--- src/rtl/inverse_park_svpwm_q15_defines.svh ---
// ----------------------------------------------------------------------------
// inverse_park_svpwm_q15 assertion macros
// Clocked assertion wrappers; ASSERT_OFF compiles them out.
// ----------------------------------------------------------------------------
`ifndef INVERSE_PARK_SVPWM_Q15_DEFINES_SVH
`define INVERSE_PARK_SVPWM_Q15_DEFINES_SVH

`ifndef ASSERT_OFF
`define ASSERT_CLK(name, prop, msg) \
  name: assert property (@(posedge clk) disable iff (rst) prop) else $error(msg);
`define ASSERT_CLK_ALWAYS(name, prop, msg) \
  name: assert property (@(posedge clk) prop) else $error(msg);
`else
`define ASSERT_CLK(name, prop, msg)
`define ASSERT_CLK_ALWAYS(name, prop, msg)
`endif

`endif

--- src/rtl/ivps_pkg.sv ---
// ----------------------------------------------------------------------------
// ivps_pkg
// Types, Q15 constants and sine table generator for the inverse Park / SVPWM
// pipeline.
// ----------------------------------------------------------------------------
package ivps_pkg;

  localparam logic [63:0] PI_Q60 = 64'h3243F6A8885A308D;

  localparam logic signed [15:0] Q15_SQRT3_BY_2 = 16'sd28378;
  localparam logic signed [15:0] Q15_INV_SQRT3  = 16'sd18919;
  localparam logic signed [21:0] Q15_HALF       = 22'sd16384;
  localparam logic signed [21:0] Q15_ONE        = 22'sd32768;

  localparam logic [15:0] PWM_MAX_RESET = 16'd1023;

  typedef struct packed {
    logic signed [15:0] uq;
    logic signed [15:0] ud;
    logic [14:0]        sin_mag;
    logic [14:0]        cos_mag;
    logic               sin_neg;
    logic               cos_neg;
  } ivps_trig_t;

  typedef struct packed {
    logic signed [18:0] pu;
    logic signed [18:0] pv;
    logic signed [18:0] pw;
  } ivps_phase_t;

  // round(32767*sin(m*pi/2/quarter)) by Q30 Taylor series, quarter = 2^(bits-2)
  function automatic logic [14:0] quarter_sine(input int unsigned m, input int tbl_bits);
    logic [63:0]        step;
    logic [63:0]        x;
    logic [63:0]        x2;
    logic [63:0]        term;
    logic [63:0]        rnd;
    logic signed [63:0] sum;
    step = (PI_Q60 >> 1) >> (tbl_bits - 2);
    x    = (step * 64'(m)) >> 30;
    x2   = (x * x) >> 30;
    term = x;
    sum  = $signed(x);
    for (int n = 1; n < 14; n++) begin
      term = (term * x2) >> 30;
      term = term / 64'((2 * n) * (2 * n + 1));
      if ((n % 2) == 1) begin
        sum = sum - $signed(term);
      end else begin
        sum = sum + $signed(term);
      end
    end
    if (sum < 0) begin
      sum = 64'sd0;
    end
    if (sum > (64'sd1 <<< 30)) begin
      sum = 64'sd1 <<< 30;
    end
    rnd = (($unsigned(sum) * 64'd32767) + (64'd1 << 29)) >> 30;
    return rnd[14:0];
  endfunction

endpackage

--- src/rtl/ivps_xform.sv ---
// ----------------------------------------------------------------------------
// ivps_xform
// Inverse Park and inverse Clarke transforms, four register stages.
// ----------------------------------------------------------------------------
module ivps_xform
  import ivps_pkg::*;
(
  input  logic        clk,
  input  logic [3:0]  en,
  input  ivps_trig_t  trig,
  output ivps_phase_t phase
);

  logic signed [15:0] sin_v;
  logic signed [15:0] cos_v;
  logic signed [31:0] m_dc;
  logic signed [31:0] m_qs;
  logic signed [31:0] m_ds;
  logic signed [31:0] m_qc;
  logic signed [16:0] p_dc;
  logic signed [16:0] p_qs;
  logic signed [16:0] p_ds;
  logic signed [16:0] p_qc;

  logic signed [17:0] alpha;
  logic signed [17:0] beta;

  logic signed [18:0] neg_alpha;
  logic signed [33:0] m_beta;
  logic signed [17:0] pu;
  logic signed [17:0] half_na;
  logic signed [17:0] beta_sc;

  always_comb begin
    sin_v = trig.sin_neg ? -$signed({1'b0, trig.sin_mag}) : $signed({1'b0, trig.sin_mag});
    cos_v = trig.cos_neg ? -$signed({1'b0, trig.cos_mag}) : $signed({1'b0, trig.cos_mag});
    m_dc  = trig.ud * cos_v;
    m_qs  = trig.uq * sin_v;
    m_ds  = trig.ud * sin_v;
    m_qc  = trig.uq * cos_v;
  end

  // floor Q15 products
  always_ff @(posedge clk) begin
    if (en[0]) begin
      p_dc <= m_dc[31:15];
      p_qs <= m_qs[31:15];
      p_ds <= m_ds[31:15];
      p_qc <= m_qc[31:15];
    end
  end

  always_ff @(posedge clk) begin
    if (en[1]) begin
      alpha <= {p_dc[16], p_dc} - {p_qs[16], p_qs};
      beta  <= {p_ds[16], p_ds} + {p_qc[16], p_qc};
    end
  end

  // -1/2 * alpha is floor(-alpha / 2)
  always_comb begin
    neg_alpha = -{alpha[17], alpha};
    m_beta    = beta * Q15_SQRT3_BY_2;
  end

  always_ff @(posedge clk) begin
    if (en[2]) begin
      pu      <= alpha;
      half_na <= neg_alpha[18:1];
      beta_sc <= m_beta[32:15];
    end
  end

  always_ff @(posedge clk) begin
    if (en[3]) begin
      phase.pu <= {pu[17], pu};
      phase.pv <= {half_na[17], half_na} + {beta_sc[17], beta_sc};
      phase.pw <= {half_na[17], half_na} - {beta_sc[17], beta_sc};
    end
  end

endmodule

--- config.mk ---
export PLATFORM = sky130hd
export DESIGN_NAME = ivps_xform
export DESIGN_NICKNAME = d
export VERILOG_FILES = /design/src/rtl/inverse_park_svpwm_q15_defines.svh /design/src/rtl/ivps_pkg.sv /design/src/rtl/ivps_xform.sv
export SDC_FILE = /design/constraint.sdc
export NUM_CORES = 2
export LEC_CHECK = 0
export BUFFER_PORTS_ARGS = -buffer_cell sky130_fd_sc_hd__clkbuf_2
export CORE_ASPECT_RATIO = 0.9
export CORE_MARGIN = 5
export CORE_UTILIZATION = 40
export DETAILED_ROUTE_END_ITERATION = 8
export PLACE_DENSITY = 0.62
export SLEW_MARGIN = 20
export SYNTH_ARGS = -nofsm -noshare
export SYNTH_HDL_FRONTEND = slang
export SYNTH_SLANG_ARGS = --single-unit
--- constraint.sdc ---
create_clock -name clk -period 20.7 [get_ports clk]
set_input_delay 1.035 -clock clk [delete_from_list [all_inputs] [get_ports clk]]
set_output_delay 1.035 -clock clk [all_outputs]
set_load 0.02 [all_outputs]
# Word-level counts from Yosys, hierarchy flattened
# Cells that the tools add are included.
# word_totals
elab_cells	26
in_bits	69
regBits	214
latch_bits	0
ramBits	0
output_inout_bits	57
mem_count	0
mem_bits_ro	0
# classes
mul	5
bitwise	0
shift	0
eq_ne	0
muxes	2
n_lt_le_gt_ge	0
n_div	0
n_addsub	7
reduce_logical	0
# ops
op	n
$mul 16x16->32	4
$mul 18x15->32 const B	1
$mux 16	2
$neg 15->16	2
$add 18x18->19	1
$neg 19->19	1
$sub 18x18->19	1
$add 17x17->18	1
$sub 17x17->18	1

# Depth between registers and ports, before layout
# logic_depth
ltp_word	3
ltp_mapped	30
depth_no_buf	29

# Least setup slack after synthesis
# OpenSTA, ideal clock, no wires.
# synth_timing
path_type	input to register
from	in trig[6] (netlist bit)
to	reg p_dc[10] (data pin)
cell_stages	28
n_path_buf	1
t_required_ps	20442
path_slack_ps	12930
arrival_ps	7513
setup_ps	258
cell_sequence	nor4_1 > nand2b_1 > nor2_1 > nand2_1 > o31ai_1 > xnor2_1 > clkbuf_1 > nand2_1 > fa_1 > inv_1 > fa_1 > fa_1 > fa_1 > fa_1 > inv_1 > fa_1 > inv_1 > ha_1 > a21o_1 > a21o_1 > a21oi_1 > o21ai_0 > nor4_2 > o31ai_1 > a21o_1 > a21o_1 > a21oi_1 > xnor2_1
# synth_between
elab_chain_len	3
# synth_lines
element	line	text
start: declaration	ivps_xform.sv:10	input ivps_trig_t trig,
$neg 15->16	ivps_xform.sv:36	cos_v = trig.cos_neg ? -$signed({1'b0, trig.cos_mag}) : $signed({1'b0, trig.cos_mag});
$mux 16 *	ivps_xform.sv:36	
$mul 16x16->32 *	ivps_xform.sv:37	m_dc = trig.ud * cos_v;
via m_dc[25]	ivps_xform.sv:16	logic signed [31:0] m_dc;
end signal: assignment	ivps_xform.sv:46	p_dc <= m_dc[31:15];
end: declaration	ivps_xform.sv:20	logic signed [16:0] p_dc;
# The timed path passes the listed nets; every way through them passes the cells marked *.
# A chain may end at the register's enable or synchronous reset.

# Worst setup path after layout
# layout_timing
from	in trig[17] (netlist bit)
to	reg p_qs[14] (data pin)
# layout_between
elab_chain_len	3
# layout_lines
element	line	text
$neg 15->16	ivps_xform.sv:35	sin_v = trig.sin_neg ? -$signed({1'b0, trig.sin_mag}) : $signed({1'b0, trig.sin_mag});
$mux 16 *	ivps_xform.sv:35	
$mul 16x16->32 *	ivps_xform.sv:38	m_qs = trig.uq * sin_v;
via m_qs[29]	ivps_xform.sv:17	logic signed [31:0] m_qs;
end signal: assignment	ivps_xform.sv:47	p_qs <= m_qs[31:15];
end: declaration	ivps_xform.sv:21	logic signed [16:0] p_qs;
# Marks and branches as above.

==> results.md <==
- Status: completed
- Yosys top cell area share: 44.5%
- Fill cells: 12,800
- Root buf cell: clkbuf_16
- Fin crit period: 8520 ps
- DR WL/cell: 18.0 um
- Share of cells above drive strength 1: 5.25%
- Slew Viols, Final: 0
- Tightest Hold Check Type: reg -> reg
- Reg area: 0.00640 sq mm
- CP max stage delay: 520 ps
- Largest net degree at the start of global routing: 56
- Rows: 127
- Total GRT Usage: 19.1%
- Die H: 356 um
- Via-per-instance ratio: 4.91
- Core ar.: 0.133 sq mm
- Residual DRC count: 0
- Vias post-DR: 35,500
- Startpoint Class: primary input
- Max FO, Critical Path: 32
- First-pass GRT wire length: 214,000 um
- GP Congestion: 0.879
- Fmax: 0.117 GHz
- Post-synth top area cell: fa_1
- Syn_area_per_cell: 9.74 sq um
- Synth area leaders: fa_1 44%, edfxtp_1 12%, ha_1 12%
- Setup violations, final: 0
- Worst endpoint required time: 21,000 ps
- Layout net count: 7,222
- Most used DFF post-synth: edfxtp_1
- Number of max-cap violations: 0
- Dpl hpwl: 103,000 um
- Area growth syn-to-layout: 6.31%
- Max clock buf depth: 3
- Vias in the first global route: 39,700
- Final Hold Fails: 0
- Num CTS Buffers: 23
- Synth cell types: 78
- Worst Clk Skew: 47.9 ps
- Initial Util: 40.1%
- Drt first pass iters: 6
- DRT iter0 DRCs: 1,762
- Finished Layout Cells: 7,235
- Worst Max-Slew Pin Slew: 1160 ps
- Antenna-violating nets left: 0
- Post-CTS setup buffer count: 0
- Most frequent cells in the layout: 1,489 x inv_1, 1,184 x fa_1, 615 x nand2_1
- Period utilisation layout: 41.2%
- Post_cts resized: 0
- CTS sink cnt: 213
- Grt ovf: 0
- Post-synthesis sequential area ratio: 12.0%
- Initial antenna violation count: 11
- CP Capture Type: flip-flop
- IO Count: 126
- Number of synthesized flops with an enable pin: 213
- Reg clk slew, reported paths: 60 ps
- Synth Net Count: 7,222
- Critical path's slowest cell: fa_1
- Rel. slew slack: 22.5%
- Hold buffers post-CTS: 0
- Fin Setup TNS: 0 ps
- Multi-input gate area: 0.0408 sq mm
- Die width: 395 um
- Cell count after synthesis: 5,476
- RSZ-0062 raised after global routing: no
- Htree depth: 1
- Asr flop ratio synth: 0%
- Type of the worst setup path: in -> reg
- CTS tree: done
- Cell area after synthesis: 0.0533 sq mm
- CP arrival: 8820 ps
- Most common cell after layout, fill and taps aside: inv_1
- Clk Latency, worst-skew pair: 600 ps
- Dpl cells: 7,192
- Wirelength, routed: 130,000 um
- IO Port Bufs: 125
- Synthesized flop and latch total: 213
- Yosys warns: 0
- Total die area: 0.141 sq mm
-- synth_stat cells, drive strengths merged (4+ instances only) --
cell,instances
and2,383
nand4,15
nor2b,50
a2111oi,4
clkbuf,200
o21bai,14
buf,5
a21o,34
nand2b,17
nor2,146
ha,493
or4,5
xnor2,158
o31ai,13
a21boi,7
o41ai,8
a311oi,4
o22ai,4
a31oi,8
a211oi,12
o21a,26
o31a,4
nand3,25
or2,24
xor2,49
nor3,39
o311ai,4
edfxtp,213
o211ai,4
nand2,615
and3,14
and2b,4
inv,1489
o21ai,58
or3,12
a21oi,86
nor4,12
fa,1184
-- worst max-delay path, delay by kind of cell --
kind | cells | cell delay (ps)
compound gates | 8 | 2270
simple gates | 3 | 620
xor+xnor | 2 | 220
buf+inv | 8 | 1210
fa+ha+maj | 8 | 3430
-- layout make-up --
type                    count  area share (%)
multi-input cells        3569            71.9
flip-flops and latches    213            11.3
repair buffers            180            1.84
well taps                1741            3.84
inverters                1489            9.86
clock buffers              27            1.04
diodes                      4          0.0177
clock inverters            12           0.216
-- registers in the layout (all words and copies together) (netlist names) --
name     count
phase       55
alpha       18
beta        18
beta_sc     18
half_na     18
pu          18
p_dc        17
p_ds        17
p_qc        17
p_qs        17
-- per-stage QoR --
| stage | hold slack, ps | util (%) | setup WS [ps] | cell area (sq um) |
|---|---|---|---|---|
| floorplan | 400 | - | 12930 | 53300 |
| global placement | 409 | 42.1 | 11610 | 56000 |
| detailed placement | 407 | 42.1 | 11480 | 56000 |
| CTS | 422 | 42.7 | 12100 | 56700 |
| global route | 425 | 42.7 | 11610 | 56700 |
| finish | 420 | 42.7 | 12180 | 56700 |
-- kinds of logic after synthesis --
kind of cell	share of synthesized area (%)
adders and majority gates	56.0
and+or+nand+nor	12.5
DFF	12.0
xor gates and xnor gates	3.40
muxes	0.103
buffers and inverters	12.0
AOI/OAI and AO/OA	4.02
-- final timing paths --
kind / start / endpoint / slack (ps) / cells past startpoint
worst max-delay path: trig[17] / p_qs[14] / 12180 / 29
worst min-delay path: pu[17] / phase[55] / 420 / 0
worst max register to register: beta[17] / beta_sc[16] / 14470 / 21
worst min register to register: pu[17] / phase[55] / 420 / 0
-- routing by layer --
layer,global-route usage (%),wire length (um),vias up
li1,-,-,16100
met1,25.9,57200,18100
met2,31.8,59900,1058
met3,4.03,9820,213
met4,4.19,3150,4
met5,0,34,-
Power is not shown: default switching activity piles up to over one toggle a cycle in this logic, so the estimate is an artifact.
