===== config.mk =====
export PLATFORM = sky130hd
export DESIGN_NAME = ivps_svm
export DESIGN_NICKNAME = d
export VERILOG_FILES = /design/src/rtl/inverse_park_svpwm_q15_defines.svh /design/src/rtl/ivps_pkg.sv /design/src/rtl/ivps_svm.sv
export SDC_FILE = /design/constraint.sdc
export NUM_CORES = 2
export LEC_CHECK = 0
export BUFFER_PORTS_ARGS = -buffer_cell sky130_fd_sc_hd__buf_4
export CORE_ASPECT_RATIO = 1.4
export CORE_MARGIN = 2
export CORE_UTILIZATION = 51
export CTS_BUF_LIST = sky130_fd_sc_hd__clkbuf_2
export DETAILED_ROUTE_END_ITERATION = 16
export GPL_TIMING_DRIVEN = 0
export PLACE_DENSITY = 0.65
export SYNTH_ARGS = -nofsm -noshare
export SYNTH_HDL_FRONTEND = slang
export SYNTH_SLANG_ARGS = --single-unit

===== constraint.sdc =====
create_clock -name clk -period 8.6 [get_ports clk]
set_clock_uncertainty 0.2 [all_clocks]
set_input_delay 0 -clock clk [delete_from_list [all_inputs] [get_ports clk]]
set_output_delay 0 -clock clk [all_outputs]
set_load 0.03 [all_outputs]

===== src/rtl/inverse_park_svpwm_q15_defines.svh =====
// ----------------------------------------------------------------------------
// inverse_park_svpwm_q15 assertion macros
// Clocked assertion wrappers; ASSERT_OFF compiles them out.
// ----------------------------------------------------------------------------
`ifndef INVERSE_PARK_SVPWM_Q15_DEFINES_SVH
`define INVERSE_PARK_SVPWM_Q15_DEFINES_SVH

`ifndef ASSERT_OFF
`define ASSERT_CLK(name, prop, msg) \
  name: assert property (@(posedge clk) disable iff (rst) prop) else $error(msg);
`define ASSERT_CLK_ALWAYS(name, prop, msg) \
  name: assert property (@(posedge clk) prop) else $error(msg);
`else
`define ASSERT_CLK(name, prop, msg)
`define ASSERT_CLK_ALWAYS(name, prop, msg)
`endif

`endif


===== src/rtl/ivps_pkg.sv =====
// ----------------------------------------------------------------------------
// ivps_pkg
// Types, Q15 constants and sine table generator for the inverse Park / SVPWM
// pipeline.
// ----------------------------------------------------------------------------
package ivps_pkg;

  localparam logic [63:0] PI_Q60 = 64'h3243F6A8885A308D;

  localparam logic signed [15:0] Q15_SQRT3_BY_2 = 16'sd28378;
  localparam logic signed [15:0] Q15_INV_SQRT3  = 16'sd18919;
  localparam logic signed [21:0] Q15_HALF       = 22'sd16384;
  localparam logic signed [21:0] Q15_ONE        = 22'sd32768;

  localparam logic [15:0] PWM_MAX_RESET = 16'd1023;

  typedef struct packed {
    logic signed [15:0] uq;
    logic signed [15:0] ud;
    logic [14:0]        sin_mag;
    logic [14:0]        cos_mag;
    logic               sin_neg;
    logic               cos_neg;
  } ivps_trig_t;

  typedef struct packed {
    logic signed [18:0] pu;
    logic signed [18:0] pv;
    logic signed [18:0] pw;
  } ivps_phase_t;

  // round(32767*sin(m*pi/2/quarter)) by Q30 Taylor series, quarter = 2^(bits-2)
  function automatic logic [14:0] quarter_sine(input int unsigned m, input int tbl_bits);
    logic [63:0]        step;
    logic [63:0]        x;
    logic [63:0]        x2;
    logic [63:0]        term;
    logic [63:0]        rnd;
    logic signed [63:0] sum;
    step = (PI_Q60 >> 1) >> (tbl_bits - 2);
    x    = (step * 64'(m)) >> 30;
    x2   = (x * x) >> 30;
    term = x;
    sum  = $signed(x);
    for (int n = 1; n < 14; n++) begin
      term = (term * x2) >> 30;
      term = term / 64'((2 * n) * (2 * n + 1));
      if ((n % 2) == 1) begin
        sum = sum - $signed(term);
      end else begin
        sum = sum + $signed(term);
      end
    end
    if (sum < 0) begin
      sum = 64'sd0;
    end
    if (sum > (64'sd1 <<< 30)) begin
      sum = 64'sd1 <<< 30;
    end
    rnd = (($unsigned(sum) * 64'd32767) + (64'd1 << 29)) >> 30;
    return rnd[14:0];
  endfunction

endpackage


===== src/rtl/ivps_svm.sv =====
// ----------------------------------------------------------------------------
// ivps_svm
// Min-max common mode removal, 1/sqrt3 scaling, clamp and PWM scaling,
// four register stages.
// ----------------------------------------------------------------------------
module ivps_svm
  import ivps_pkg::*;
(
  input  logic        clk,
  input  logic [3:0]  en,
  input  logic [15:0] pwm_max,
  input  ivps_phase_t phase,
  output logic [15:0] duty_u,
  output logic [15:0] duty_v,
  output logic [15:0] duty_w
);

  logic signed [18:0] vmax;
  logic signed [18:0] vmin;
  ivps_phase_t        ph;
  logic signed [19:0] mm_sum;

  logic signed [18:0] cm;
  logic signed [19:0] cen [3];

  logic signed [35:0] m_cen [3];
  logic signed [21:0] biased [3];
  logic [15:0]        d [3];

  logic [31:0]        raw [3];

  always_comb begin
    vmax = phase.pu;
    vmin = phase.pu;
    if (phase.pv > vmax) vmax = phase.pv;
    if (phase.pw > vmax) vmax = phase.pw;
    if (phase.pv < vmin) vmin = phase.pv;
    if (phase.pw < vmin) vmin = phase.pw;
  end

  always_ff @(posedge clk) begin
    if (en[0]) begin
      ph     <= phase;
      mm_sum <= {vmax[18], vmax} + {vmin[18], vmin};
    end
  end

  assign cm = mm_sum[19:1];

  always_ff @(posedge clk) begin
    if (en[1]) begin
      cen[0] <= {ph.pu[18], ph.pu} - {cm[18], cm};
      cen[1] <= {ph.pv[18], ph.pv} - {cm[18], cm};
      cen[2] <= {ph.pw[18], ph.pw} - {cm[18], cm};
    end
  end

  always_comb begin
    for (int i = 0; i < 3; i++) begin
      m_cen[i]  = cen[i] * Q15_INV_SQRT3;
      biased[i] = {m_cen[i][35], m_cen[i][35:15]} + Q15_HALF;
    end
  end

  always_ff @(posedge clk) begin
    if (en[2]) begin
      for (int i = 0; i < 3; i++) begin
        if (biased[i] < 0) begin
          d[i] <= 16'd0;
        end else if (biased[i] > Q15_ONE) begin
          d[i] <= Q15_ONE[15:0];
        end else begin
          d[i] <= biased[i][15:0];
        end
      end
    end
  end

  always_comb begin
    for (int i = 0; i < 3; i++) begin
      raw[i] = d[i] * pwm_max;
    end
  end

  always_ff @(posedge clk) begin
    if (en[3]) begin
      duty_u <= raw[0][30:15];
      duty_v <= raw[1][30:15];
      duty_w <= raw[2][30:15];
    end
  end

endmodule


* Word level (Yosys, flattened, before mapping)
Memories as Yosys holds them, arrays and structs flattened.
Index checks and enable logic that the tools add are counted.
** Storage, ports and cells
- Register bits after elaboration :: 125
- Bits in writable memories :: 108
- Output and inout bits :: 48
- Memories :: 2
- Logic and storage cells :: 83
** Memory list
- cen :: words 3, width 20, read ports 3, clocked after memory_dff 0, wr ports 3, RTL line ivps_svm.sv:24 : logic signed [19:0] cen [3];
- d :: words 3, width 16, read ports 3, clocked after memory_dff 0, wr ports 3, RTL line ivps_svm.sv:28 : logic [15:0] d [3];
** Operators by class
- Bitwise logic cells :: 6
- $mul :: 6
- Muxes and demuxes :: 45
- Order comparisons :: 10
- Add/sub/neg operators :: 7
** Operators with widths (count)
- $mul A20 B16 Y36 const B :: 3
- $mux W16 :: 6
- $mul A16 B16 Y31 :: 3
- $mux W19 :: 4
- $add A21 B16 Y22 const B :: 3
- $gt A22 B17 Y1 const B :: 3
- $lt A22 B1 Y1 const B :: 3
- $sub A19 B19 Y20 :: 3
- $gt A19 B19 Y1 :: 2
- $lt A19 B19 Y1 :: 2
- $mux W1 :: 35
- $add A19 B19 Y20 :: 1
- $or A1 B1 Y1 :: 6

* Longest topological paths before layout
- Depth in word-level cells :: 9
- Depth in mapped cells :: 33
- Mapped depth without buffers :: 29

* Worst setup path after synthesis
Ideal clock, no wire load.
- Path kind :: register to register
- From :: memory cen[1][19], in the netlist cen[0][39]
- To :: memory d[1][7], data pin
- Setup time :: 0.138 ns
- Stages on the path, launching flop included :: 27
- Setup slack :: 1.382 ns
- Clock period less this slack :: 7.218 ns
- Arrival time :: 6.879 ns
- Required time :: 8.262 ns
- Path through :: edfxtp_1 ha_1 fa_1 inv_1 fa_1 fa_1 fa_1 inv_1 fa_1 inv_1 ha_1 a21o_1 nor2_1 o21ai_0 a221o_1 a32o_1 a21oi_2 nand2b_1 a21o_1 xor2_1 ha_1 a21oi_1 a41oi_1 o32ai_1 o2111ai_1 buf_2 nor2_1
** RTL lines (RTL line)
- start: declaration :: ivps_svm.sv:24
- end: declaration :: ivps_svm.sv:28

* Worst setup path in the final report
- From :: input port phase[46] in the netlist's numbering
- To :: register mm_sum[18], data pin
** Between the ends
- Cells in the longest elaborated chain, start to end :: 5
- Elaborated cells between the ends (all ways) :: 9
** RTL lines
- start: declaration :: RTL line ivps_svm.sv:12 : input ivps_phase_t phase,
- $gt A19 B19 Y1 or $lt A19 B19 Y1 (tied branches) :: RTL line ivps_svm.sv:35, ivps_svm.sv:37
- $mux W19 (on tied branches) :: RTL line ivps_svm.sv:35, ivps_svm.sv:37
- $gt A19 B19 Y1 or $lt A19 B19 Y1 (tied branches) :: RTL line ivps_svm.sv:36, ivps_svm.sv:38
- $mux W19 (on tied branches) :: RTL line ivps_svm.sv:36, ivps_svm.sv:38
- $add A19 B19 Y20 * :: RTL line ivps_svm.sv:44 : mm_sum <= {vmax[18], vmax} + {vmin[18], vmin};
- end signal: assignment :: RTL line ivps_svm.sv:44
- end: declaration :: RTL line ivps_svm.sv:21 : logic signed [19:0] mm_sum;
Mark *: on every way between the ends. The rest lies on a longest branch, timed or not.
A chain may end at the register's enable or synchronous reset.

==> results_dict.tcl <==
set metrics [dict create \
    status "finished clean" \
    drt_iter0_drc 2194 \
    clockBufferDepth 3 \
    drc_errors 0 \
    worstMarginPinSlew_ns 1.281 \
    drt-met1-wl_um 56600 \
    max_stage_delay_ns 0.64 \
    final_area_mm2 0.06154 \
    seq_area_frac_synth_pct 12.39 \
    synth_edf_count 232 \
    arrival_ns 9.00 \
    critical_path_buf_inv_count 6 \
    io_pins 126 \
    synth_most_common_cell "inv_1" \
    top_layer_used "met4" \
    area_delta_synth_final_pct 9.407 \
    slew_viol_final 0 \
    min_path_type "input port to flop" \
    fin_crit_ns 8.320 \
    antenna_found_initial 8 \
    holdPathStages 3 \
    reg2reg_to "duty_v[12]" \
    routabilityCongestion 0.9953 \
    tritoncts "built" \
    yosys_warnings 0 \
    grt.overflow.total 0 \
    whs_ns 0.1371 \
    initial_core_util_pct 51.26 \
    min_to "ph[54]" \
    cpMostUsedCell "a21oi_1" \
    max_freq_mhz 120.2 \
    met2_length_um 79940 \
    numCtsBuffers 61 \
    finalHoldViolCount 0 \
    netlist.area_leader.share_pct 33.38 \
    avgRoutedWirePerCell_um 19.66 \
    via_count 42020 \
    hold_start "phase[54]" \
    nFillCells 9899 \
    critPathKind "input port to flop" \
    post_dp_cell_area_mm2 0.05891 \
    cts-root-buf "clkbuf_2" \
    multi_input_area_mm2 0.04288 \
    synth-seq-cells 232 \
    dieArea_mm2 0.1130 \
    crit_path_max_fanout 10 \
    cts_htree_levels 2 \
    num_rows 144 \
    required_ns 9.28 \
    synth_nets 7930 \
    die_h_um 396.9 \
    clk_transition_reported_paths_ns 0.12 \
    ys_async_sr_fraction_pct 0 \
    mappedNetlistArea_mm2 0.05625 \
    chipWidth_um 284.7 \
    synth_ff_type "edfxtp_1" \
    timing.rr.start "d[1][13]" \
    cp-end-kind "flop" \
    core_area_mm2 0.1097 \
    drive_gt1_share_pct 4.623 \
    syn_inst 6075 \
    grt_pass1_wl_um 247100 \
    viasPerCell 5.293 \
    regToRegSetupSlack_ns 0.28 \
    grt_max_degree 77 \
    min_period_over_period_pct 96.75 \
    maxCapViolations 0 \
    route.antenna.remaining_nets 0 \
    grt_usage_pct 28.36 \
    ff_latch_area_mm2 0.006967 \
    clock_sinks 232 \
    synth_common_cells "inv_1, fa_1, ha_1, nand2_1, and2_1" \
    wl_met3_um 7208 \
    dp_hpwl_um 128500 \
    grt_pass1_vias 45190 \
    synth_cell_types 92 \
    synth_area_per_cell_um2 9.259 \
    max_slew_margin_pct 14.57 \
    wl_um 156100 \
    layout.nets 8271 \
    rsz0062_at_grt "false" \
    critical-path-top-delay-family "compound AO/OA/AOI/OAI gates" \
    slowest_stage "dlygate4sd3_1" \
    cp-start-kind "input port" \
    ff2ff_path_depth 20 \
    synth.area.top_cells "fa_1, ha_1, edfxtp_1" \
    clk_latency_ns 1.11 \
    first_pass_iters 7 \
    port_buffers 111 \
    synth.largest_area_cell "fa_1" \
    setup_viol 0 \
]
-- layout by cell type (no fill, tap or decap), types with 7 or more instances in the layout --
| cell type | instances |
|---|---|
| a31oi_1 | 16 |
| xnor2_1 | 137 |
| xor2_1 | 108 |
| ha_1 | 839 |
| diode_2 | 11 |
| bufinv_16 | 10 |
| a21oi_1 | 144 |
| o211ai_1 | 9 |
| and4_1 | 10 |
| o31ai_1 | 11 |
| nand2_1 | 639 |
| fa_1 | 938 |
| and2_1 | 322 |
| edfxtp_1 | 232 |
| a21boi_0 | 18 |
| nor4_1 | 9 |
| a211o_1 | 7 |
| o21bai_1 | 14 |
| o21ai_0 | 145 |
| buf_4 | 114 |
| o2111ai_1 | 10 |
| nor2b_1 | 25 |
| nand4_1 | 28 |
| mux2i_1 | 54 |
| nand3_1 | 57 |
| a31o_2 | 9 |
| nor2_1 | 204 |
| nand2b_1 | 20 |
| inv_1 | 1546 |
| or3_1 | 17 |
| clkbuf_2 | 90 |
| a211oi_1 | 28 |
| or2_2 | 33 |
| and3_1 | 20 |
| nor3_1 | 62 |
| a21o_1 | 49 |
| clkbuf_1 | 145 |
| o21a_1 | 32 |
| clkinv_1 | 16 |
| dlygate4sd3_1 | 164 |
-- worst min-delay path, delay by kind of cell --
family / cells / cell delay [ns]
buf+inv: 3 / 1.31
-- kinds of logic after synthesis --
family                     synth area share, %
xor gates and xnor gates                 3.815
buffers and inverters                    11.48
muxes                                    1.061
DFF                                      12.39
AOI/OAI and AO/OA                        6.578
and+or+nand+nor                          12.63
adders and majority gates                52.05
-- repair_timing --
item                                    CTS  global route
setup buffers                             0             0
endpoints found under the setup margin    1            17
hold endpoints to repair                364             0
gates resized for setup                   1            25
hold buffers                            167             0
-- flip-flops by register name, indices dropped and copies added (netlist names) --
name and count:
cen 60, ph 57, d 48, mm_sum 19, duty_u 16, duty_v 16
duty_w 16
-- layer usage --
| metal | global-route usage (%) | vias up |
|---|---|---|
| met5 | 0 | - |
| met4 | 18.44 | 0 |
| met3 | 3.257 | 497 |
| met2 | 52.05 | 1258 |
| met1 | 30.83 | 20700 |
| li1 | - | 19560 |
-- per-stage QoR --
step	setup WS, ns	util, %	TNS, ns	cells
final	0.2796	56.08	0	7939
after global routing	0.02612	56.08	0	7937
after CTS	0.1141	56.01	0	7928
after detailed placement	-0.4858	53.69	-1.026	7646
after global placement	-0.4452	53.69	-0.8999	7646
after floorplan	1.382	-	0	6075
-- worst max path at each step --
stage          startpoint          to  cells past startpoint
2_1_floorplan  cen[0][39]     d[1][7]                     26
4_1_cts         phase[48]  mm_sum[18]                     35
6_report        phase[46]  mm_sum[18]                     34
3_5_place_dp   pwm_max[1]  duty_w[15]                     28
3_3_place_gp   pwm_max[1]  duty_w[15]                     28
5_1_grt          d[1][13]  duty_v[12]                     20
-- final cells by class --
type | count | area share (%)
Antenna cell | 11 | 0.04473
Buffer | 166 | 1.078
Clock buffer | 82 | 0.6669
Clock inverter | 33 | 0.6588
Inverter | 1546 | 9.430
Multi-Input combinational cell | 4131 | 69.68
Sequential cell | 232 | 11.32
Tap cell | 1460 | 2.968
Timing Repair Buffer | 278 | 4.156
Power is not shown: default switching activity piles up to over one toggle a cycle in this logic, so the estimate is an artifact.
